--- src/rtl/assert_macros.svh ---
`ifndef ASSERT_MACROS_SVH
`define ASSERT_MACROS_SVH

// Same-cycle implication, checked out of reset.
`define ASSERT_IMPL(label, pre, post, msg) \
   label: assert property (@(posedge clock) disable iff (reset) (pre) |-> (post)) \
      else $error(msg);

// Next-cycle implication, checked out of reset.
`define ASSERT_NEXT(label, pre, post, msg) \
   label: assert property (@(posedge clock) disable iff (reset) (pre) |=> (post)) \
      else $error(msg);

`endif

--- src/rtl/i2cseq_pkg.sv ---
`timescale 1ns / 1ps

package i2cseq_pkg;

   // Request operations
   localparam logic [1:0] OP_PTR_RESET = 2'd0;
   localparam logic [1:0] OP_READ      = 2'd1;
   localparam logic [1:0] OP_WRITE     = 2'd2;

   // Register indexes
   localparam logic CSR_EEPROM_TYPE = 1'b0;
   localparam logic CSR_DEVICE_BASE = 1'b1;

   // Device types
   localparam logic [2:0] TYPE_1K  = 3'd0;
   localparam logic [2:0] TYPE_2K  = 3'd1;
   localparam logic [2:0] TYPE_4K  = 3'd2;
   localparam logic [2:0] TYPE_8K  = 3'd3;
   localparam logic [2:0] TYPE_16K = 3'd4;
   localparam logic [2:0] TYPE_32K = 3'd5;

   localparam logic [6:0]  DEVICE_BASE_RESET = 7'h50;
   localparam logic [15:0] MASK_A8  = 16'h0100;
   localparam logic [15:0] MASK_A9  = 16'h0300;
   localparam logic [15:0] MASK_A10 = 16'h0700;
   localparam logic [7:0]  BYTE_MASK = 8'hFF;

   localparam int CNT_W = 6;

   typedef enum logic [1:0] {
      KIND_ADDR_HI,
      KIND_ADDR_LO,
      KIND_DATA,
      KIND_READ_REQ
   } item_kind_type;

   typedef struct packed {
      logic          emit;
      item_kind_type kind;
      logic          first;
      logic          stop;
      logic          last;
      logic          ptr_clear;
      logic          store_byte;
      logic          start_write;
      logic          load_chunk;
   } ctrl_cmd_type;

   typedef struct packed {
      logic slot_free;
      logic two_byte;
      logic fill_last;
      logic chunk_last;
      logic block_last;
   } dp_status_type;

endpackage

--- src/rtl/i2cseq_dp.sv ---
`timescale 1ns / 1ps
`include "assert_macros.svh"

module i2cseq_dp #(
   parameter int BLOCK_BYTES = 16
) (
   input  logic                              clock,
   input  logic                              reset,
   input  logic [7:0]                        req_data,
   input  logic                              csr_write_enable,
   input  logic                              csr_index,
   input  logic [6:0]                        csr_write_data,
   input  i2cseq_pkg::ctrl_cmd_type          cmd,
   output i2cseq_pkg::dp_status_type         status,
   output logic                              rsp_valid,
   input  logic                              rsp_ready,
   output logic [6:0]                        rsp_bus_address,
   output logic                              rsp_direction,
   output logic [7:0]                        rsp_payload,
   output logic [i2cseq_pkg::CNT_W-1:0]      rsp_read_count,
   output logic                              rsp_first_of_transaction,
   output logic                              rsp_stop_after,
   output logic                              rsp_last
);

   localparam int IDX_W = (BLOCK_BYTES > 1) ? $clog2(BLOCK_BYTES) : 1;
   localparam int CW = i2cseq_pkg::CNT_W;
   localparam logic [CW-1:0] BLOCK_CNT = CW'(BLOCK_BYTES);
   localparam logic [CW-1:0] FILL_LAST = CW'(BLOCK_BYTES - 1);
   localparam logic [15:0]   PTR_STEP  = 16'(BLOCK_BYTES);

   logic [2:0]       eeprom_type_ff;
   logic [6:0]       device_base_ff;
   logic [15:0]      ptr_ff;
   logic [CW-1:0]    fill_ff;
   logic [CW-1:0]    left_ff;
   logic [CW-1:0]    chunk_left_ff;
   logic [IDX_W-1:0] byte_idx_ff;
   logic [IDX_W-1:0] byte_idx_in;
   logic [7:0]       block_mem [BLOCK_BYTES];
   logic [7:0]       mem_q_ff;

   logic             rsp_valid_ff;
   logic [6:0]       rsp_bus_address_ff;
   logic             rsp_direction_ff;
   logic [7:0]       rsp_payload_ff;
   logic [CW-1:0]    rsp_read_count_ff;
   logic             rsp_first_ff;
   logic             rsp_stop_ff;
   logic             rsp_last_ff;

   logic [CW-1:0]    page_room;
   logic [CW-1:0]    chunk;
   logic [15:0]      hi_masked;
   logic [6:0]       bus_addr;
   logic [7:0]       item_payload;
   logic             data_emit;

   assign data_emit = cmd.emit && (cmd.kind == i2cseq_pkg::KIND_DATA);

   // Bytes left before the current page boundary.
   always_comb begin
      case (eeprom_type_ff) inside
         i2cseq_pkg::TYPE_1K, i2cseq_pkg::TYPE_2K:
            page_room = CW'(8) - {3'b000, ptr_ff[2:0]};
         i2cseq_pkg::TYPE_4K, i2cseq_pkg::TYPE_8K, i2cseq_pkg::TYPE_16K:
            page_room = CW'(16) - {2'b00, ptr_ff[3:0]};
         default:
            page_room = CW'(32) - {1'b0, ptr_ff[4:0]};
      endcase
   end

   assign chunk = (page_room < left_ff) ? page_room : left_ff;

   // High memory address bits ride in the device address on small parts.
   always_comb begin
      case (eeprom_type_ff)
         i2cseq_pkg::TYPE_4K:  hi_masked = ptr_ff & i2cseq_pkg::MASK_A8;
         i2cseq_pkg::TYPE_8K:  hi_masked = ptr_ff & i2cseq_pkg::MASK_A9;
         i2cseq_pkg::TYPE_16K: hi_masked = ptr_ff & i2cseq_pkg::MASK_A10;
         default:              hi_masked = 16'h0000;
      endcase
   end

   assign bus_addr = device_base_ff | hi_masked[14:8];

   always_comb begin
      case (cmd.kind)
         i2cseq_pkg::KIND_ADDR_HI: item_payload = ptr_ff[15:8];
         i2cseq_pkg::KIND_ADDR_LO: item_payload = ptr_ff[7:0] & i2cseq_pkg::BYTE_MASK;
         i2cseq_pkg::KIND_DATA:    item_payload = mem_q_ff;
         default:                  item_payload = 8'h00;
      endcase
   end

   always_comb begin
      byte_idx_in = byte_idx_ff;
      if (cmd.start_write) begin
         byte_idx_in = '0;
      end else if (data_emit && !status.block_last) begin
         byte_idx_in = byte_idx_ff + IDX_W'(1);
      end
   end

   always_comb begin
      status.slot_free  = !rsp_valid_ff || rsp_ready;
      status.two_byte   = eeprom_type_ff >= i2cseq_pkg::TYPE_32K;
      status.fill_last  = fill_ff >= FILL_LAST;
      status.chunk_last = chunk_left_ff == CW'(1);
      status.block_last = left_ff == CW'(1);
   end

   always_ff @(posedge clock) begin
      if (reset) begin
         eeprom_type_ff <= i2cseq_pkg::TYPE_1K;
         device_base_ff <= i2cseq_pkg::DEVICE_BASE_RESET;
         ptr_ff         <= '0;
         fill_ff        <= '0;
         left_ff        <= '0;
         chunk_left_ff  <= '0;
         byte_idx_ff    <= '0;
         rsp_valid_ff   <= 1'b0;
      end else begin
         if (csr_write_enable) begin
            if (csr_index == i2cseq_pkg::CSR_EEPROM_TYPE) begin
               eeprom_type_ff <= csr_write_data[2:0];
            end else begin
               device_base_ff <= csr_write_data;
            end
         end

         if (cmd.ptr_clear) begin
            ptr_ff <= '0;
         end else if (data_emit) begin
            ptr_ff <= ptr_ff + 16'd1;
         end else if (cmd.emit && cmd.kind == i2cseq_pkg::KIND_READ_REQ) begin
            ptr_ff <= ptr_ff + PTR_STEP;
         end

         if (cmd.start_write) begin
            fill_ff <= '0;
         end else if (cmd.store_byte) begin
            fill_ff <= fill_ff + CW'(1);
         end

         if (cmd.start_write) begin
            left_ff <= BLOCK_CNT;
         end else if (data_emit) begin
            left_ff <= left_ff - CW'(1);
         end

         if (cmd.emit && cmd.load_chunk) begin
            chunk_left_ff <= chunk;
         end else if (data_emit) begin
            chunk_left_ff <= chunk_left_ff - CW'(1);
         end

         byte_idx_ff <= byte_idx_in;

         if (cmd.emit) begin
            rsp_valid_ff <= 1'b1;
         end else if (rsp_ready) begin
            rsp_valid_ff <= 1'b0;
         end
      end
   end

   // Block buffer: read ahead at the next index so the byte is ready on emit.
   always_ff @(posedge clock) begin
      if (cmd.store_byte) begin
         block_mem[fill_ff[IDX_W-1:0]] <= req_data;
      end
      mem_q_ff <= block_mem[byte_idx_in];
   end

   always_ff @(posedge clock) begin
      if (cmd.emit) begin
         rsp_bus_address_ff <= bus_addr;
         rsp_direction_ff   <= cmd.kind == i2cseq_pkg::KIND_READ_REQ;
         rsp_payload_ff     <= item_payload;
         rsp_read_count_ff  <= (cmd.kind == i2cseq_pkg::KIND_READ_REQ) ? BLOCK_CNT : '0;
         rsp_first_ff       <= cmd.first;
         rsp_stop_ff        <= cmd.stop;
         rsp_last_ff        <= cmd.last;
      end
   end

   assign rsp_valid                = rsp_valid_ff;
   assign rsp_bus_address          = rsp_bus_address_ff;
   assign rsp_direction            = rsp_direction_ff;
   assign rsp_payload              = rsp_payload_ff;
   assign rsp_read_count           = rsp_read_count_ff;
   assign rsp_first_of_transaction = rsp_first_ff;
   assign rsp_stop_after           = rsp_stop_ff;
   assign rsp_last                 = rsp_last_ff;

   `ASSERT_IMPL(a_fill_in_range, 1'b1, fill_ff < BLOCK_CNT, "fill count reached block size")
   `ASSERT_IMPL(a_chunk_nonempty, data_emit, chunk_left_ff != '0, "data byte outside a chunk")
   `ASSERT_IMPL(a_block_nonempty, data_emit, left_ff != '0, "data byte past end of block")

endmodule

--- src/rtl/i2cseq_ctrl.sv ---
`timescale 1ns / 1ps
`include "assert_macros.svh"

module i2cseq_ctrl (
   input  logic                       clock,
   input  logic                       reset,
   input  logic                       req_valid,
   output logic                       req_ready,
   input  logic [1:0]                 req_operation,
   input  i2cseq_pkg::dp_status_type  status,
   output i2cseq_pkg::ctrl_cmd_type   cmd
);

   typedef enum logic [2:0] {
      ST_IDLE,
      ST_ADDR_HI,
      ST_ADDR_LO,
      ST_DATA,
      ST_READ_REQ
   } state_type;

   state_type state_ff;
   state_type state_in;
   logic      write_mode_ff;
   logic      write_mode_in;
   logic      accept;
   state_type addr_start;

   assign req_ready  = state_ff == ST_IDLE;
   assign accept     = req_valid && req_ready;
   assign addr_start = status.two_byte ? ST_ADDR_HI : ST_ADDR_LO;

   always_comb begin
      state_in         = state_ff;
      write_mode_in    = write_mode_ff;
      cmd.emit         = 1'b0;
      cmd.kind         = i2cseq_pkg::KIND_DATA;
      cmd.first        = 1'b0;
      cmd.stop         = 1'b0;
      cmd.last         = 1'b0;
      cmd.ptr_clear    = 1'b0;
      cmd.store_byte   = 1'b0;
      cmd.start_write  = 1'b0;
      cmd.load_chunk   = 1'b0;

      unique case (state_ff)
         ST_IDLE: begin
            if (accept) begin
               unique case (req_operation)
                  i2cseq_pkg::OP_PTR_RESET: begin
                     cmd.ptr_clear = 1'b1;
                  end
                  i2cseq_pkg::OP_READ: begin
                     write_mode_in = 1'b0;
                     state_in      = addr_start;
                  end
                  i2cseq_pkg::OP_WRITE: begin
                     cmd.store_byte = 1'b1;
                     // The byte that fills the block launches the page writes.
                     if (status.fill_last) begin
                        cmd.start_write = 1'b1;
                        write_mode_in   = 1'b1;
                        state_in        = addr_start;
                     end
                  end
                  default: ;
               endcase
            end
         end
         ST_ADDR_HI: begin
            if (status.slot_free) begin
               cmd.emit  = 1'b1;
               cmd.kind  = i2cseq_pkg::KIND_ADDR_HI;
               cmd.first = 1'b1;
               state_in  = ST_ADDR_LO;
            end
         end
         ST_ADDR_LO: begin
            if (status.slot_free) begin
               cmd.emit       = 1'b1;
               cmd.kind       = i2cseq_pkg::KIND_ADDR_LO;
               cmd.first      = !status.two_byte;
               cmd.load_chunk = write_mode_ff;
               state_in       = write_mode_ff ? ST_DATA : ST_READ_REQ;
            end
         end
         ST_DATA: begin
            if (status.slot_free) begin
               cmd.emit = 1'b1;
               cmd.kind = i2cseq_pkg::KIND_DATA;
               cmd.stop = status.chunk_last;
               cmd.last = status.chunk_last && status.block_last;
               if (status.chunk_last) begin
                  state_in = status.block_last ? ST_IDLE : addr_start;
               end
            end
         end
         ST_READ_REQ: begin
            if (status.slot_free) begin
               cmd.emit  = 1'b1;
               cmd.kind  = i2cseq_pkg::KIND_READ_REQ;
               cmd.first = 1'b1;
               cmd.stop  = 1'b1;
               cmd.last  = 1'b1;
               state_in  = ST_IDLE;
            end
         end
         default: state_in = ST_IDLE;
      endcase
   end

   always_ff @(posedge clock) begin
      if (reset) begin
         state_ff      <= ST_IDLE;
         write_mode_ff <= 1'b0;
      end else begin
         state_ff      <= state_in;
         write_mode_ff <= write_mode_in;
      end
   end

   `ASSERT_IMPL(a_emit_needs_slot, cmd.emit, status.slot_free, "item issued into a full output")
   `ASSERT_IMPL(a_last_has_stop, cmd.emit && cmd.last, cmd.stop, "final item without stop")
   `ASSERT_NEXT(a_read_ends_idle, cmd.emit && cmd.kind == i2cseq_pkg::KIND_READ_REQ, req_ready, "read request did not return to idle")

endmodule

--- src/rtl/i2c_eeprom_transfer_sequencer_core.sv ---
`timescale 1ns / 1ps
// Channel   Direction  Handshake              Content
// req_      in         req_valid/req_ready    operation, data byte
// rsp_      out        rsp_valid/rsp_ready    one bus item per transfer
// csr_      in         csr_write_enable       eeprom_type (0), device_base (1)
//
// A pointer reset, an unused operation or a byte that leaves the block short
// keeps the core idle. A read gives 2 or 3 items, one per cycle; a full block
// gives BLOCK_BYTES data items plus one or two address items per page chunk,
// one per cycle, from a single state machine stepping through the block buffer.
// A new request is taken once the last item has gone into the output register.
// A low rsp_ready holds the sequencer on the current item. Reset is synchronous.

module i2c_eeprom_transfer_sequencer_core #(
   parameter int BLOCK_BYTES = 16
) (
   input  logic                          clock,
   input  logic                          reset,
   input  logic                          req_valid,
   output logic                          req_ready,
   input  logic [1:0]                    req_operation,
   input  logic [7:0]                    req_data,
   output logic                          rsp_valid,
   input  logic                          rsp_ready,
   output logic [6:0]                    rsp_bus_address,
   output logic                          rsp_direction,
   output logic [7:0]                    rsp_payload,
   output logic [i2cseq_pkg::CNT_W-1:0]  rsp_read_count,
   output logic                          rsp_first_of_transaction,
   output logic                          rsp_stop_after,
   output logic                          rsp_last,
   input  logic                          csr_write_enable,
   input  logic                          csr_index,
   input  logic [6:0]                    csr_write_data
);

   i2cseq_pkg::ctrl_cmd_type  cmd;
   i2cseq_pkg::dp_status_type status;

   i2cseq_ctrl u_ctrl (
      .clock         (clock),
      .reset         (reset),
      .req_valid     (req_valid),
      .req_ready     (req_ready),
      .req_operation (req_operation),
      .status        (status),
      .cmd           (cmd)
   );

   i2cseq_dp #(
      .BLOCK_BYTES (BLOCK_BYTES)
   ) u_dp (
      .clock                    (clock),
      .reset                    (reset),
      .req_data                 (req_data),
      .csr_write_enable         (csr_write_enable),
      .csr_index                (csr_index),
      .csr_write_data           (csr_write_data),
      .cmd                      (cmd),
      .status                   (status),
      .rsp_valid                (rsp_valid),
      .rsp_ready                (rsp_ready),
      .rsp_bus_address          (rsp_bus_address),
      .rsp_direction            (rsp_direction),
      .rsp_payload              (rsp_payload),
      .rsp_read_count           (rsp_read_count),
      .rsp_first_of_transaction (rsp_first_of_transaction),
      .rsp_stop_after           (rsp_stop_after),
      .rsp_last                 (rsp_last)
   );

endmodule
--- config.mk ---
export PLATFORM = sky130hd
export DESIGN_NAME = i2c_eeprom_transfer_sequencer_core
export DESIGN_NICKNAME = d
export VERILOG_FILES = /design/src/rtl/i2cseq_pkg.sv /design/src/rtl/i2cseq_dp.sv /design/src/rtl/i2cseq_ctrl.sv /design/src/rtl/i2c_eeprom_transfer_sequencer_core.sv
export VERILOG_INCLUDE_DIRS = /design/src /design/src/rtl
export SDC_FILE = /design/constraint.sdc
export NUM_CORES = 1
export LEC_CHECK = 0
export ABC_AREA = 1
export BUFFER_PORTS_ARGS = -buffer_cell sky130_fd_sc_hd__buf_4
export CORE_MARGIN = 2
export CORE_UTILIZATION = 50
export CTS_BUF_LIST = sky130_fd_sc_hd__clkbuf_4
export DETAILED_ROUTE_END_ITERATION = 8
export PLACE_DENSITY = 0.67
export REMOVE_ABC_BUFFERS = 1
export SETUP_SLACK_MARGIN = 0.5
export SYNTH_ARGS = -nofsm -noshare
export SYNTH_HDL_FRONTEND = slang
export SYNTH_SLANG_ARGS = --single-unit
--- constraint.sdc ---
create_clock -name clock -period 3.35 [get_ports clock]
set_clock_uncertainty 0.15 [all_clocks]
set_input_delay 1.005 -clock clock [delete_from_list [all_inputs] [get_ports clock]]
set_output_delay 1.005 -clock clock [all_outputs]
set_load 0.05 [all_outputs]
After elaboration in Yosys (flattened, before gate mapping)
Memory sizes are Yosys's and may differ from the RTL's. A register that Yosys moved wholly into a read port is not among the register bits.
Cells that the tools add are included.
{"block": "op_classes", "n_addsub": 9, "order_cmp": 3, "n_eq_ne": 24, "muxes": 47, "n_bitwise": 2, "reduce_logical": 27}
{"operator": "3-bit two-way mux", "count": 12}
{"operator": "6-bit two-way mux", "count": 6}
{"operator": "11-bit one-hot mux with 3 select lines", "count": 1}
{"operator": "16-bit two-way mux", "count": 2}
{"operator": "8-bit one-hot mux with 3 select lines", "count": 1}
{"operator": "16-bit by 1-bit adder with 16-bit output (second input constant)", "count": 1}
{"operator": "16-bit by 5-bit adder with 16-bit output (second input constant)", "count": 1}
{"operator": "4-bit two-way mux", "count": 4}
{"operator": "5-bit two-way mux", "count": 3}
{"operator": "3-bit one-hot mux with 5 select lines", "count": 1}
{"operator": "3-bit by 2-bit equality test with 1-bit output (second input constant)", "count": 4}
{"operator": "6-bit by 1-bit equality test with 1-bit output (second input constant)", "count": 2}
{"operator": "2-bit != test (second input constant)", "count": 6}
{"operator": "3-bit one-hot mux with 4 select lines", "count": 1}
{"operator": "6-bit by 1-bit subtractor with 6-bit output (second input constant)", "count": 2}
{"operator": "2-bit nonzero test", "count": 5}
{"operator": "1-bit two-way mux", "count": 9}
{"operator": "8-bit AND reduction", "count": 1}
{"operator": "7-bit by 3-bit OR with 7-bit output", "count": 1}
{"operator": "6-bit by 1-bit adder with 6-bit output (second input constant)", "count": 1}
{"operator": "2-bit equality test (second input constant)", "count": 3}
{"operator": "3-bit by 1-bit equality test with 1-bit output (second input constant)", "count": 2}
{"operator": "3-bit equality test (second input constant)", "count": 2}
{"operator": "6-bit by 4-bit greater-or-equal comparator with 1-bit output (second input constant)", "count": 1}
{"operator": "other kinds (24)", "count": 40}
{"block": "word_totals", "reg_bits": 78, "mem_bits_rw": 128, "inputBits": 23, "out_inout_bits": 27, "n_memories": 1}
{"memory": "u_dp.block_mem", "depth": 16, "word_bits": 8, "rd": 1, "rd_ports_with_merged_regs": 1, "wr": 1, "line": "i2cseq_dp.sv:40", "source": "logic [7:0] block_mem [BLOCK_BYTES];"}

Depth between registers and ports, before layout
Gate-level depths: netlist of the first run.
{"block": "depth", "depth_word": 9, "mapped_depth": 17, "ltp_nobuf": 16}

By module
From an unflattened synthesis of the first run, not the netlist that was laid out.
{"block": "hier_totals", "cells_unflattened": 1098, "hier_area_um2": 9930.8}
{"mod": "i2cseq_dp", "instances": 1, "cells_per_inst": 1019, "area_each_um2": 9499.1, "seq_area_each_um2": 5555.3}
{"mod": "i2cseq_ctrl", "instances": 1, "cells_per_inst": 79, "area_each_um2": 431.7, "seq_area_each_um2": 80.1}

Worst setup path before layout of the first run
OpenSTA, ideal clock, no wires.
{"block": "synth_timing", "path_kind": "input to register", "startpoint": "input port req_operation[0]", "endpoint": "memory u_dp.block_mem[7][0], enable pin", "setup_ps": 383, "t_arrival_ps": 2212, "required_ps": 2817, "setup_slack_ps": 605, "cell_stages": 6, "n_path_buf": 0, "cell_sequence": "inv_1 -> ha_1 -> nand2_1 -> inv_1 -> nand2_1 -> nor3_1"}
{"block": "synth_via", "elab_chain_len": 6}
{"element": "start, declared", "line": "i2c_eeprom_transfer_sequencer_core.sv:21", "source": "input logic [1:0] req_operation,"}
{"element": "2-bit equality test", "line": "i2cseq_ctrl.sv:49", "source": "unique case (req_operation)"}
{"element": "2-bit two-way mux", "line": "i2cseq_ctrl.sv:49"}
{"element": "3-bit two-way mux", "line": "i2cseq_ctrl.sv:48", "source": "if (accept) begin"}
{"element": "3-bit two-way mux", "line": "i2cseq_ctrl.sv:46", "source": "unique case (state_ff)"}
{"element": "1-bit two-way mux", "line": "i2cseq_dp.sv:170", "source": "if (cmd.store_byte) begin"}
{"element": "1-bit two-way mux (not written as such)", "line": "i2cseq_dp.sv:171", "source": "block_mem[fill_ff[IDX_W-1:0]] <= req_data;"}
{"element": "end, declared", "line": "i2cseq_dp.sv:40"}
No other way between the ends.

Final worst setup path of the first run
{"block": "layout_timing", "startpoint": "register u_ctrl.state_ff[0]", "endpoint": "output port req_ready"}
{"block": "layout_via", "elab_chain_len": 1}
{"element": "start, declared", "line": "i2cseq_ctrl.sv:22", "source": "state_type state_ff;"}
{"element": "start signal, assigned", "line": "i2cseq_ctrl.sv:117", "source": "state_ff <= state_in;"}
{"element": "3-bit zero test", "line": "i2cseq_ctrl.sv:29", "source": "assign req_ready = state_ff == ST_IDLE;"}
{"element": "end, declared", "line": "i2c_eeprom_transfer_sequencer_core.sv:20", "source": "output logic req_ready,"}
No other way between the ends.

==> impl_metrics.sql, run 1 <==
INSERT INTO impl_metrics (metric_group, metric, value, unit) VALUES
('logic_synthesis', 'yosys_register_bits', '208', ''),
('finish', 'syn2layout_area_growth', '14.6', '%'),
('logic_synthesis', 'ys.flop_type', 'sky130_fd_sc_hd__edfxtp_1', ''),
('detailed_routing', 'antenna_violating_nets_post_route', '0', ''),
('finish', 'drive_gt1_share', '16.4', '%'),
('logic_synthesis', 'ys_types', '44', ''),
('sta', 'rsz0062_at_grt', 'no', ''),
('logic_synthesis', 'netlist_area', '9710', 'µm²'),
('sta', 'tightest_slew', '0.765', 'ns'),
('critical_path', 'r2r.worst_path.cells', '12', ''),
('cts', 'postCtsSetupRepairBufs', '0', ''),
('critical_path', 'path_max_fanout', '4', ''),
('logic_synthesis', 'synth_enable_flop_cells', '147', ''),
('placed_design', 'portBuffers', '44', ''),
('sta', 'max_slew_margin', '48.9', '%'),
('critical_path', 'worst_ep_arrival_time', '1.53', 'ns'),
('finish', 'finish.cell_count_without_fillers', '1446', ''),
('cts', 'worst_skew_pair.late_latency', '0.65', 'ns'),
('finish', 'final_nets', '1187', ''),
('detailed_routing', 'via_count', '7469', ''),
('status', 'outcome', 'finished clean', ''),
('power', 'power.combinational.fraction', '28.5', '%'),
('cts', 'ctsLongestPathBuffers', '3', ''),
('power', 'switching_component_of_the_power', '2.66', 'mW'),
('finish', 'ff_latch_area', '5640', 'µm²'),
('cts', 'cts-buffers-inserted', '53', ''),
('placed_design', 'placedInstanceArea', '10400', 'µm²'),
('sta', 'slew_violations', '0', ''),
('power', 'power.share.sequential', '41.6', '%'),
('cts', 'tritoncts', 'yes', ''),
('logic_synthesis', 'synth_largest_area_cell', 'sky130_fd_sc_hd__edfxtp_1', ''),
('grt', 'groute.usage.overall', '23.2', '%'),
('die', 'io-pin-count', '50', ''),
('power', 'switching_share', '34.9', '%'),
('power', 'total_leakage_power', '4.88', 'nW'),
('logic_synthesis', 'synth.yosys.warnings', '0', ''),
('die', 'height_of_the_die', '143', 'µm'),
('logic_synthesis', 'synth_top_cell_area_share', '45.5', '%'),
('grt', 'grt_start_max_net_pins', '41', ''),
('finish', 'final_cell_area', '11100', 'µm²'),
('cts', 'cts_hold_repair.buffers', '0', ''),
('placed_design', 'place.gp.congestion', '0.896', ''),
('logic_synthesis', 'seq_area_frac_synth', '58.0', '%'),
('power', 'clock_power_share', '29.9', '%'),
('power', 'power_per_standard_cell_area', '685', 'nW/µm²'),
('critical_path', 'critical_path_class', 'reg -> out', ''),
('grt', 'antenna_found_initial', '1', ''),
('critical_path', 'critical_path_end_type', 'output pin', ''),
('hold_path', 'timing.hold.worst.class', 'reg -> reg', ''),
('cts', 'clock_tree.root_cell', 'sky130_fd_sc_hd__clkbuf_4', ''),
('finish', 'mostFrequentLayoutCells', 'sky130_fd_sc_hd__inv_1 (198), sky130_fd_sc_hd__nand2_1 (182), sky130_fd_sc_hd__edfxtp_1 (147)', ''),
('sta', 'hold_ws', '0.283', 'ns'),
('sta', 'final.min_clock_period', '2.69', 'ns'),
('power', 'worst_ir_drop_vdd', '281', 'µV'),
('sta', 'timing.final.hold_violations', '0', ''),
('critical_path', 'start_kind', 'flip-flop', ''),
('placed_design', 'place.detailed.hpwl', '15500', 'µm'),
('logic_synthesis', 'synth_async_sr_flop_share', '0', '%'),
('detailed_routing', 'drt-total-wl', '23000', 'µm'),
('finish', 'utilization', '58.9', '%'),
('cts', 'cts.htree.levels', '2', ''),
('placed_design', 'place_ws', '0.192', 'ns'),
('finish', 'area_of_combinational_cells_with_multiple_inputs', '3080', 'µm²'),
('logic_synthesis', 'syn_avg_cell_area', '9.27', 'µm²'),
('grt', 'via_count_of_the_first_global_routing_pass', '7197', ''),
('job', 'max_cap_violations', '0', ''),
('detailed_routing', 'detailedRoute.firstPassIterationCount', '5', ''),
('die', 'rows', '50', ''),
('cts', 'cts_resized', '0', ''),
('cts', 'path_clk_slew', '0.06', 'ns'),
('detailed_routing', 'initialDrtViolationCount', '658', '');
==> layout make-up <==
class | count | area share [%]
flip-flops and latches | 208 | 50.7
multi-input cells | 597 | 27.7
inverters | 210 | 7.09
clock buffers | 85 | 5.74
repair buffers | 75 | 5.06
well taps | 260 | 2.92
clock inverters | 9 | 0.776
diodes | 2 | 0.0450
==> worst max-delay path, stage by stage, from the launching register on <==
cell	delay (ns)
sky130_fd_sc_hd__dfxtp_1	0.34
sky130_fd_sc_hd__nor2_1	0.14
sky130_fd_sc_hd__nand2_1	0.08
sky130_fd_sc_hd__inv_1	0.10
sky130_fd_sc_hd__buf_4	0.22
==> registers in the layout, indices dropped and copies added, names as in the netlist <==
name	flops
u_dp.rsp_read_count	1
u_dp.rsp_first_of_transaction	1
u_dp.rsp_stop_after	1
u_dp.eeprom_type_ff	3
u_dp.byte_idx_ff	4
u_dp.device_base_ff	7
u_dp.mem_q_ff	8
u_dp.rsp_last	1
u_dp.rsp_payload	8
u_ctrl.state_ff	3
u_dp.block_mem	128
u_dp.fill_ff	6
u_ctrl.write_mode_ff	1
u_dp.ptr_ff	16
u_dp.rsp_bus_address	7
u_dp.chunk_left_ff	6
u_dp.left_ff	6
u_dp.rsp_valid	1
==> Yosys cell counts (12+ instances only) <==
| library cell | instances |
|---|---|
| sky130_fd_sc_hd__inv_1 | 199 |
| sky130_fd_sc_hd__dfxtp_1 | 61 |
| sky130_fd_sc_hd__buf_2 | 12 |
| sky130_fd_sc_hd__nor2_1 | 73 |
| sky130_fd_sc_hd__nand2_1 | 183 |
| sky130_fd_sc_hd__nand3_1 | 136 |
| sky130_fd_sc_hd__o21ai_0 | 37 |
| sky130_fd_sc_hd__a21oi_1 | 33 |
| sky130_fd_sc_hd__ha_1 | 19 |
| sky130_fd_sc_hd__nand4_1 | 37 |
| sky130_fd_sc_hd__edfxtp_1 | 147 |
==> layer usage <==
layer	part of all wire, %	up-vias	global-route usage (%)
met2	46	233	36.2
met5	0	-	0
li1	-	3689	-
met1	44	3494	31.7
met3	6.4	53	4.70
met4	3.0	0	9.70
==> power groups by stage <==
stage                     clock network [mW]  registers (mW)  logic [mW]
final                                   2.28            3.17        2.17
after CTS                               2.33            3.18        2.17
after global routing                    2.45            3.20        2.37
after detailed placement                   0            3.23        2.16
after global placement                     0            3.23        2.14
after floorplan                            0            3.62        1.07
==> kinds of logic (layout without fill, tap and decap cells) <==
| family | count (synthesis) | count (layout) | share of synthesized area, % |
|---|---|---|---|
| buffers and inverters | 247 | 379 | 10.4 |
| AND/OR/NAND/NOR | 459 | 459 | 21.9 |
| XOR/XNOR | 9 | 9 | 0.812 |
| flip-flops | 208 | 208 | 58.0 |
| other | 1 | 7 | 0.0386 |
| AO/OA/AOI/OAI | 105 | 105 | 6.38 |
| adder cells (fa/ha/maj) | 19 | 19 | 2.45 |
==> worst paths after layout <==
check	from	end	slack [ns]
setup / recovery	u_ctrl.state_ff[0]$_SDFFE_PP0P_	req_ready	0.66
hold / removal	u_dp.device_base_ff[5]$_SDFFE_PP0P_	u_dp.rsp_bus_address[5]$_DFFE_PN_	0.28
setup reg to reg	u_dp.eeprom_type_ff[2]$_SDFFE_PP0P_	u_dp.chunk_left_ff[3]$_SDFFE_PP0P_	0.79
hold reg to reg	u_dp.device_base_ff[5]$_SDFFE_PP0P_	u_dp.rsp_bus_address[5]$_DFFE_PN_	0.28
Power figures use the tool's default switching activity.
==> run 2: changes to the inputs <==
clock period = 2.7 ns   (was 3.35 ns; I/O delays follow)
==> run 2 against run 1 <==
  * Hold slack worse by 0.093 ns
  * Combinational power up 55%
  * Final area up 8.1%
  * Clock power up 20%
  * Core utilization up 4.8 points
  * Final cell count up 4.2%
  * Critical path type is now reg -> reg
  * Highest routed layer unchanged
==> impl_metrics.sql, run 2 (synthesis results as in run 1) <==
INSERT INTO impl_metrics (metric_group, metric, value, unit) VALUES
('hold_path', 'timing.hold.worst.class', 'in -> reg', ''),
('detailed_routing', 'antenna_violating_nets_post_route', '0', ''),
('grt', 'groute.usage.overall', '23.7', '%'),
('detailed_routing', 'route.detailed.wl_per_inst', '16.3', 'µm'),
('critical_path', 'critical_path.n_buffers_inverters', '1', ''),
('finish', 'nFillCells', '1599', ''),
('power', 'total_leakage_power', '5.26', 'nW'),
('finish', 'largest_reg_flops', '128', ''),
('sta', 'setup_violations', '0', ''),
('critical_path', 'worstPathCellList', 'or2_4, nand2_4, nand2_4, nor3_4, ha_4, a21oi_2, o21a_1, nand2_2, o211ai_1, nand3_1, nand3_1, inv_1', ''),
('critical_path', 'critPathSlowestCell', 'sky130_fd_sc_hd__dfxtp_4', ''),
('sta', 'rsz0062_at_grt', 'yes', ''),
('finish', 'syn2layout_area_growth', '23.8', '%'),
('sta', 'timing.final.hold_violations', '0', ''),
('placed_design', 'portBuffers', '44', ''),
('cts', 'cts.htree.levels', '2', ''),
('sta', 'max_slew_margin', '63.9', '%'),
('cts', 'clock_tree.root_cell', 'sky130_fd_sc_hd__clkbuf_4', ''),
('grt', 'grt_first_pass_wirelength', '37700', 'µm'),
('detailed_routing', 'detailedRoute.firstPassIterationCount', '5', ''),
('sta', 'final.min_clock_period', '2.33', 'ns'),
('critical_path', 'critical_path.reg2reg.startpoint', 'u_dp.eeprom_type_ff[1]$_SDFFE_PP0P_', ''),
('grt', 'via_count_of_the_first_global_routing_pass', '7305', ''),
('cts', 'path_clk_slew', '0.07', 'ns'),
('detailed_routing', 'drt-total-wl', '24600', 'µm'),
('die', 'floorplan.die_area', '20600', 'µm²'),
('grt', 'gr_overflow_total', '0', ''),
('job', 'max_cap_violations', '0', ''),
('die', 'height_of_the_die', '143', 'µm'),
('die', 'initial_core_util', '51.4', '%'),
('grt', 'antenna_found_initial', '1', ''),
('die', 'io-pin-count', '50', ''),
('critical_path', 'r2r.worst_path.cells', '12', ''),
('critical_path', 'cp_num_cells', '12', ''),
('grt', 'grt_start_max_net_pins', '33', ''),
('power', 'worst_ir_drop_vdd', '447', 'µV'),
('critical_path', 'worst_ep_arrival_time', '2.74', 'ns'),
('die', 'coreArea', '18900', 'µm²'),
('critical_path', 'timing.critical_path.max_delay_family', 'simple AND/OR/NAND/NOR gates', ''),
('die', 'horizontal_die_dimension', '143', 'µm'),
('die', 'rows', '50', ''),
('finish', 'final_cell_area', '12000', 'µm²'),
('status', 'outcome', 'finished clean', ''),
('critical_path', 'crit_path_end', 'u_dp.chunk_left_ff[3]$_SDFFE_PP0P_', ''),
('finish', 'drive_gt1_share', '24.3', '%'),
('power', 'totalPowerFinal', '10.1', 'mW'),
('placed_design', 'place_ws', '0.0458', 'ns'),
('critical_path', 'critical_path.max_stage_delay', '0.36', 'ns'),
('sta', 'slew_violations', '0', ''),
('cts', 'worst_skew_pair.late_latency', '0.65', 'ns'),
('sta', 'tightest_slew', '0.538', 'ns'),
('cts', 'ctsLongestPathBuffers', '3', ''),
('placed_design', 'place.gp.congestion', '0.865', ''),
('critical_path', 'critical_path_end_type', 'flip-flop', ''),
('sta', 'clock.fmax', '0.429', 'GHz'),
('detailed_routing', 'via_count', '7807', ''),
('power', 'power_per_standard_cell_area', '839', 'nW/µm²'),
('detailed_routing', 'post-route-drc-count', '0', ''),
('placed_design', 'placedInstanceArea', '10600', 'µm²'),
('sta', 'tcrit_tclk_final', '86.4', '%'),
('finish', 'mostFrequentLayoutCells', 'sky130_fd_sc_hd__inv_1 (192), sky130_fd_sc_hd__nand2_1 (177), sky130_fd_sc_hd__edfxtp_1 (147)', ''),
('critical_path', 'startpoint', 'u_dp.eeprom_type_ff[1]$_SDFFE_PP0P_', ''),
('cts', 'tritoncts', 'yes', ''),
('placed_design', 'place.detailed.hpwl', '15100', 'µm'),
('sta', 'timing.final.ws_setup', '0.366', 'ns'),
('critical_path', 'start_kind', 'flip-flop', ''),
('detailed_routing', 'avgViaCountPerCell', '5.18', ''),
('finish', 'final_common_cell', 'sky130_fd_sc_hd__inv_1', ''),
('sta', 'setup_total_negative_slack', '0', 'ns'),
('cts', 'clkSinkCount', '208', ''),
('critical_path', 'path_max_fanout', '5', ''),
('critical_path', 'worst_ep_required_time', '3.10', 'ns'),
('cts', 'cts-buffers-inserted', '54', ''),
('critical_path', 'r2r-end', 'u_dp.chunk_left_ff[3]$_SDFFE_PP0P_', ''),
('critical_path', 'critical_path_class', 'reg -> reg', ''),
('finish', 'final_nets', '1241', ''),
('detailed_routing', 'initialDrtViolationCount', '697', ''),
('sta', 'hold_ws', '0.190', 'ns'),
('critical_path', 'r2r_setup_slack', '0.37', 'ns'),
('cts', 'cts_hold_repair.buffers', '0', '');
[run 2: cell types whose count changed in the layout (fill, tap and decap cells not counted), sizes merged]
| cell | previous run | this run |
|---|---|---|
| clkbuf | 85 | 86 |
| bufinv | 2 | 0 |
| clkinv | 8 | 19 |
| buf | 75 | 124 |
| nor2 | 78 | 79 |
| nand2 | 186 | 187 |
[run 2: what timing repair did]
action	4_1_cts	5_1_grt
endpoints found under the setup margin	32	137
cloned	2	4
endpoints found under the hold margin	0	0
pin swaps	16	24
resized for setup	72	38
buffers inserted	16	14
[run 2: cell type report]
type | count | area [µm²] | share of cell area, %
clock buffers | 84 | 631 | 5.24
repair buffers | 126 | 1200 | 9.95
clock inverters | 18 | 85.1 | 0.708
well taps | 260 | 325 | 2.71
flip-flops and latches | 208 | 5650 | 47.0
multi-input cells | 599 | 3340 | 27.7
inverters | 210 | 793 | 6.60
diodes | 2 | 5.00 | 0.0416
[run 2: routing by layer]
metal / track usage [%] / up-vias / part of all wire (%)
met4: 7.69 / 0 / 1.9
met5: 0 / - / 0
met2: 36.5 / 271 / 47
li1: - / 3803 / -
met3: 4.73 / 50 / 6.9
met1: 33.8 / 3683 / 44
[run 2: worst min path at each step]
stage                                             start  cells past startpoint  slack, ns                                   to
CTS                                   csr_write_data[4]                      3       0.12  u_dp.device_base_ff[4]$_SDFFE_PP1P_
global placement    u_dp.device_base_ff[3]$_SDFFE_PP0P_                      0       0.26    u_dp.rsp_bus_address[3]$_DFFE_PN_
finish                                csr_write_data[4]                      3       0.19  u_dp.device_base_ff[4]$_SDFFE_PP1P_
detailed placement  u_dp.device_base_ff[5]$_SDFFE_PP0P_                      0       0.27    u_dp.rsp_bus_address[5]$_DFFE_PN_
global route                          csr_write_data[4]                      3       0.15  u_dp.device_base_ff[4]$_SDFFE_PP1P_
floorplan           u_dp.device_base_ff[4]$_SDFFE_PP1P_                      0       0.26    u_dp.rsp_bus_address[4]$_DFFE_PN_
[run 2: tightest hold or removal path: cells and delay by family]
kind | cells | cell delay [ns]
simple gates | 2 | 0.09
buf+inv | 1 | 0.08
[run 2: stage by stage]
step	util, %	instances
finish	63.6	1507
detailed placement	56.0	1367
CTS	62.0	1487
global placement	56.0	1367
floorplan	-	1015
global route	63.6	1507
[run 2: where the power goes]
group	internal [mW]	switching (mW)	total [mW]
registers	3.80	0.190	3.99
logic	1.23	2.13	3.36
clock network	1.43	1.31	2.74
==> run 3: changes to the inputs <==
--- a/constraint.sdc
+++ b/constraint.sdc
@@ -3,3 +3,3 @@
 set_input_delay 0.81 -clock clock [delete_from_list [all_inputs] [get_ports clock]]
 set_output_delay 0.81 -clock clock [all_outputs]
-set_load 0.05 [all_outputs]
+set_load 0.005 [all_outputs]
==> run 3 against run 2 <==
  * Critical path depth unchanged
  * Final area decreased by 0.97%
  * Maximum frequency decreased by 2.3%
  * Die area unchanged
  * Power decreased by 7.0%
  * Highest routed layer unchanged
  * Core utilization decreased by 0.62 points
  * Worst setup slack got worse by 0.056 ns
  * Largest power group unchanged
  * Non-clock buffer count decreased by 3
  * Combinational power decreased by 20%
==> impl_metrics.sql, run 3 (synthesis results as in run 1) <==
INSERT INTO impl_metrics (metric_group, metric, value, unit) VALUES
('die', 'rows', '50', ''),
('critical_path', 'r2r.worst_path.cells', '12', ''),
('die', 'height_of_the_die', '143', 'µm'),
('grt', 'antenna_found_initial', '1', ''),
('critical_path', 'critical_path.reg2reg.startpoint', 'u_dp.eeprom_type_ff[1]$_SDFFE_PP0P_', ''),
('placed_design', 'place.detailed.hpwl', '15100', 'µm'),
('hold_path', 'hold_start', 'csr_write_data[4]', ''),
('cts', 'ctsLongestPathBuffers', '3', ''),
('finish', 'finish.cell_count_without_fillers', '1504', ''),
('cts', 'clkSinkCount', '208', ''),
('cts', 'path_clk_slew', '0.07', 'ns'),
('sta', 'max_slew_margin', '63.8', '%'),
('finish', 'utilization', '63.0', '%'),
('power', 'total_leakage_power', '5.23', 'nW'),
('finish', 'final_common_cell', 'sky130_fd_sc_hd__inv_1', ''),
('power', 'power_per_standard_cell_area', '788', 'nW/µm²'),
('placed_design', 'place.gp.congestion', '0.865', ''),
('finish', 'area_of_combinational_cells_with_multiple_inputs', '3320', 'µm²'),
('finish', 'drive_gt1_share', '23.7', '%'),
('sta', 'tightest_slew', '0.540', 'ns'),
('die', 'floorplan.die_area', '20600', 'µm²'),
('critical_path', 'worst_ep_required_time', '3.09', 'ns'),
('sta', 'rsz0062_at_grt', 'yes', ''),
('detailed_routing', 'avgViaCountPerCell', '5.18', ''),
('sta', 'setup_violations', '0', ''),
('grt', 'groute.layer.met2.usage', '36.5', '%'),
('critical_path', 'worst_ep_arrival_time', '2.78', 'ns'),
('sta', 'slew_violations', '0', ''),
('grt', 'global_route.peak_usage_layer', 'met2', ''),
('die', 'coreArea', '18900', 'µm²'),
('die', 'io-pin-count', '50', ''),
('power', 'worst_ir_drop_vdd', '404', 'µV'),
('sta', 'clock.fmax', '0.419', 'GHz'),
('grt', 'via_count_of_the_first_global_routing_pass', '7314', ''),
('critical_path', 'r2r-end', 'u_dp.chunk_left_ff[5]$_SDFFE_PP0P_', ''),
('cts', 'tritoncts', 'yes', ''),
('sta', 'tcrit_tclk_final', '88.5', '%'),
('finish', 'nFillCells', '1612', ''),
('detailed_routing', 'antenna_violating_nets_post_route', '0', ''),
('critical_path', 'critical_path_class', 'reg -> reg', ''),
('job', 'max_cap_violations', '0', ''),
('grt', 'grt_start_max_net_pins', '33', ''),
('cts', 'worst_skew_pair.late_latency', '0.67', 'ns'),
('critical_path', 'start_kind', 'flip-flop', ''),
('grt', 'grt_first_pass_wirelength', '37700', 'µm'),
('finish', 'final_nets', '1238', ''),
('finish', 'largest_reg_flops', '128', ''),
('cts', 'cts_hold_repair.buffers', '0', ''),
('cts', 'cts.htree.levels', '2', ''),
('detailed_routing', 'route.detailed.wl_per_inst', '16.2', 'µm'),
('grt', 'grtUsageMet3', '4.90', '%'),
('cts', 'clock_tree.root_cell', 'sky130_fd_sc_hd__clkbuf_4', ''),
('sta', 'timing.final.hold_violations', '0', ''),
('placed_design', 'portBuffers', '44', ''),
('grt', 'groute.layer.met1.usage', '33.5', '%'),
('placed_design', 'place.detailed.instances', '1367', ''),
('hold_path', 'min_delay_worst_endpoint', 'u_dp.device_base_ff[4]$_SDFFE_PP1P_', ''),
('status', 'outcome', 'finished clean', ''),
('hold_path', 'timing.hold.worst.class', 'in -> reg', ''),
('critical_path', 'critical_path_end_type', 'flip-flop', ''),
('grt', 'gr_overflow_total', '0', ''),
('finish', 'ff_latch_area', '5650', 'µm²'),
('critical_path', 'path_max_fanout', '5', ''),
('critical_path', 'r2r_setup_slack', '0.31', 'ns'),
('finish', 'mostFrequentLayoutCells', 'sky130_fd_sc_hd__inv_1 (193), sky130_fd_sc_hd__nand2_1 (177), sky130_fd_sc_hd__edfxtp_1 (147)', ''),
('detailed_routing', 'detailedRoute.firstPassIterationCount', '5', ''),
('detailed_routing', 'initialDrtViolationCount', '699', ''),
('finish', 'syn2layout_area_growth', '22.6', '%'),
('detailed_routing', 'via_count', '7789', ''),
('detailed_routing', 'post-route-drc-count', '0', ''),
('detailed_routing', 'drt-total-wl', '24400', 'µm'),
('cts', 'cts-buffers-inserted', '54', ''),
('die', 'horizontal_die_dimension', '143', 'µm'),
('sta', 'final.min_clock_period', '2.39', 'ns'),
('power', 'totalPowerFinal', '9.38', 'mW'),
('grt', 'groute.usage.overall', '23.6', '%'),
('hold_path', 'whs_path_depth', '3', ''),
('die', 'initial_core_util', '51.4', '%');
## run 3: what timing repair did
item	4_1_cts	5_1_grt
setup buffers	18	10
gates cloned	2	3
endpoints found under the setup margin	25	130
pin swaps	21	7
gates resized for setup	55	30
## run 3: worst max-delay path by stage
stage / startpoint / to / slack, ns
after global routing: u_dp.eeprom_type_ff[1]$_SDFFE_PP0P_ / u_dp.chunk_left_ff[3]$_SDFFE_PP0P_ / 0.19
final: u_dp.eeprom_type_ff[1]$_SDFFE_PP0P_ / u_dp.chunk_left_ff[5]$_SDFFE_PP0P_ / 0.31
after CTS: u_ctrl.state_ff[1]$_SDFFE_PP0P_ / req_ready / 0.38
after global placement: req_operation[0] / u_dp.mem_q_ff[7]$_DFF_P_ / 0.08
after detailed placement: req_operation[0] / u_dp.mem_q_ff[0]$_DFF_P_ / 0.05
after floorplan: req_operation[0] / u_dp.mem_q_ff[0]$_DFF_P_ / -0.83
## run 3: area by class of cell
| type | count | share of cell area [%] |
|---|---|---|
| Antenna cell | 2 | 0.0420 |
| Clock buffer | 84 | 5.30 |
| Clock inverter | 18 | 0.715 |
| Inverter | 210 | 6.68 |
| Multi-Input combinational cell | 599 | 27.9 |
| Sequential cell | 208 | 47.4 |
| Tap cell | 260 | 2.73 |
| Timing Repair Buffer | 123 | 9.24 |
## run 3: worst max-delay path, cell delays in order, from the launching register on
cell                      delay (ns)
sky130_fd_sc_hd__dfxtp_2        0.34
sky130_fd_sc_hd__or2_4          0.26
sky130_fd_sc_hd__nand2_4        0.08
sky130_fd_sc_hd__nand2_4        0.06
sky130_fd_sc_hd__nor3_4         0.24
sky130_fd_sc_hd__ha_4           0.25
sky130_fd_sc_hd__a21oi_2        0.13
sky130_fd_sc_hd__o21a_1         0.22
sky130_fd_sc_hd__nand2_2        0.12
sky130_fd_sc_hd__o21ai_1        0.16
sky130_fd_sc_hd__nand3_1        0.09
sky130_fd_sc_hd__nand3_1        0.09
sky130_fd_sc_hd__inv_1          0.05
## run 3: per-layer routing
metal  vias up  wire [µm]  share of wire, %
met4         0        500               2.1
met2       270      11500                47
met5         -          0                 0
met3        47       1810               7.4
met1      3668      10600                44
li1       3804          -                 -
## run 3: through the flow
stage               hold WS, ns  area (µm²)  setup TNS (ns)  setup WS [ns]
CTS                       0.121       11700               0          0.383
global route              0.158       11900               0          0.195
global placement          0.264       10600               0         0.0769
finish                    0.179       11900               0          0.311
detailed placement        0.266       10600               0         0.0458
floorplan                 0.259        9500           -6.81         -0.834
## run 3: report_power, final
group          leakage (nW)  internal [mW]  switching [mW]  total [mW]
sequential             1.83           3.80           0.166        3.96
combinational          2.96           1.12            1.56        2.69
clock                 0.434           1.43            1.30        2.73
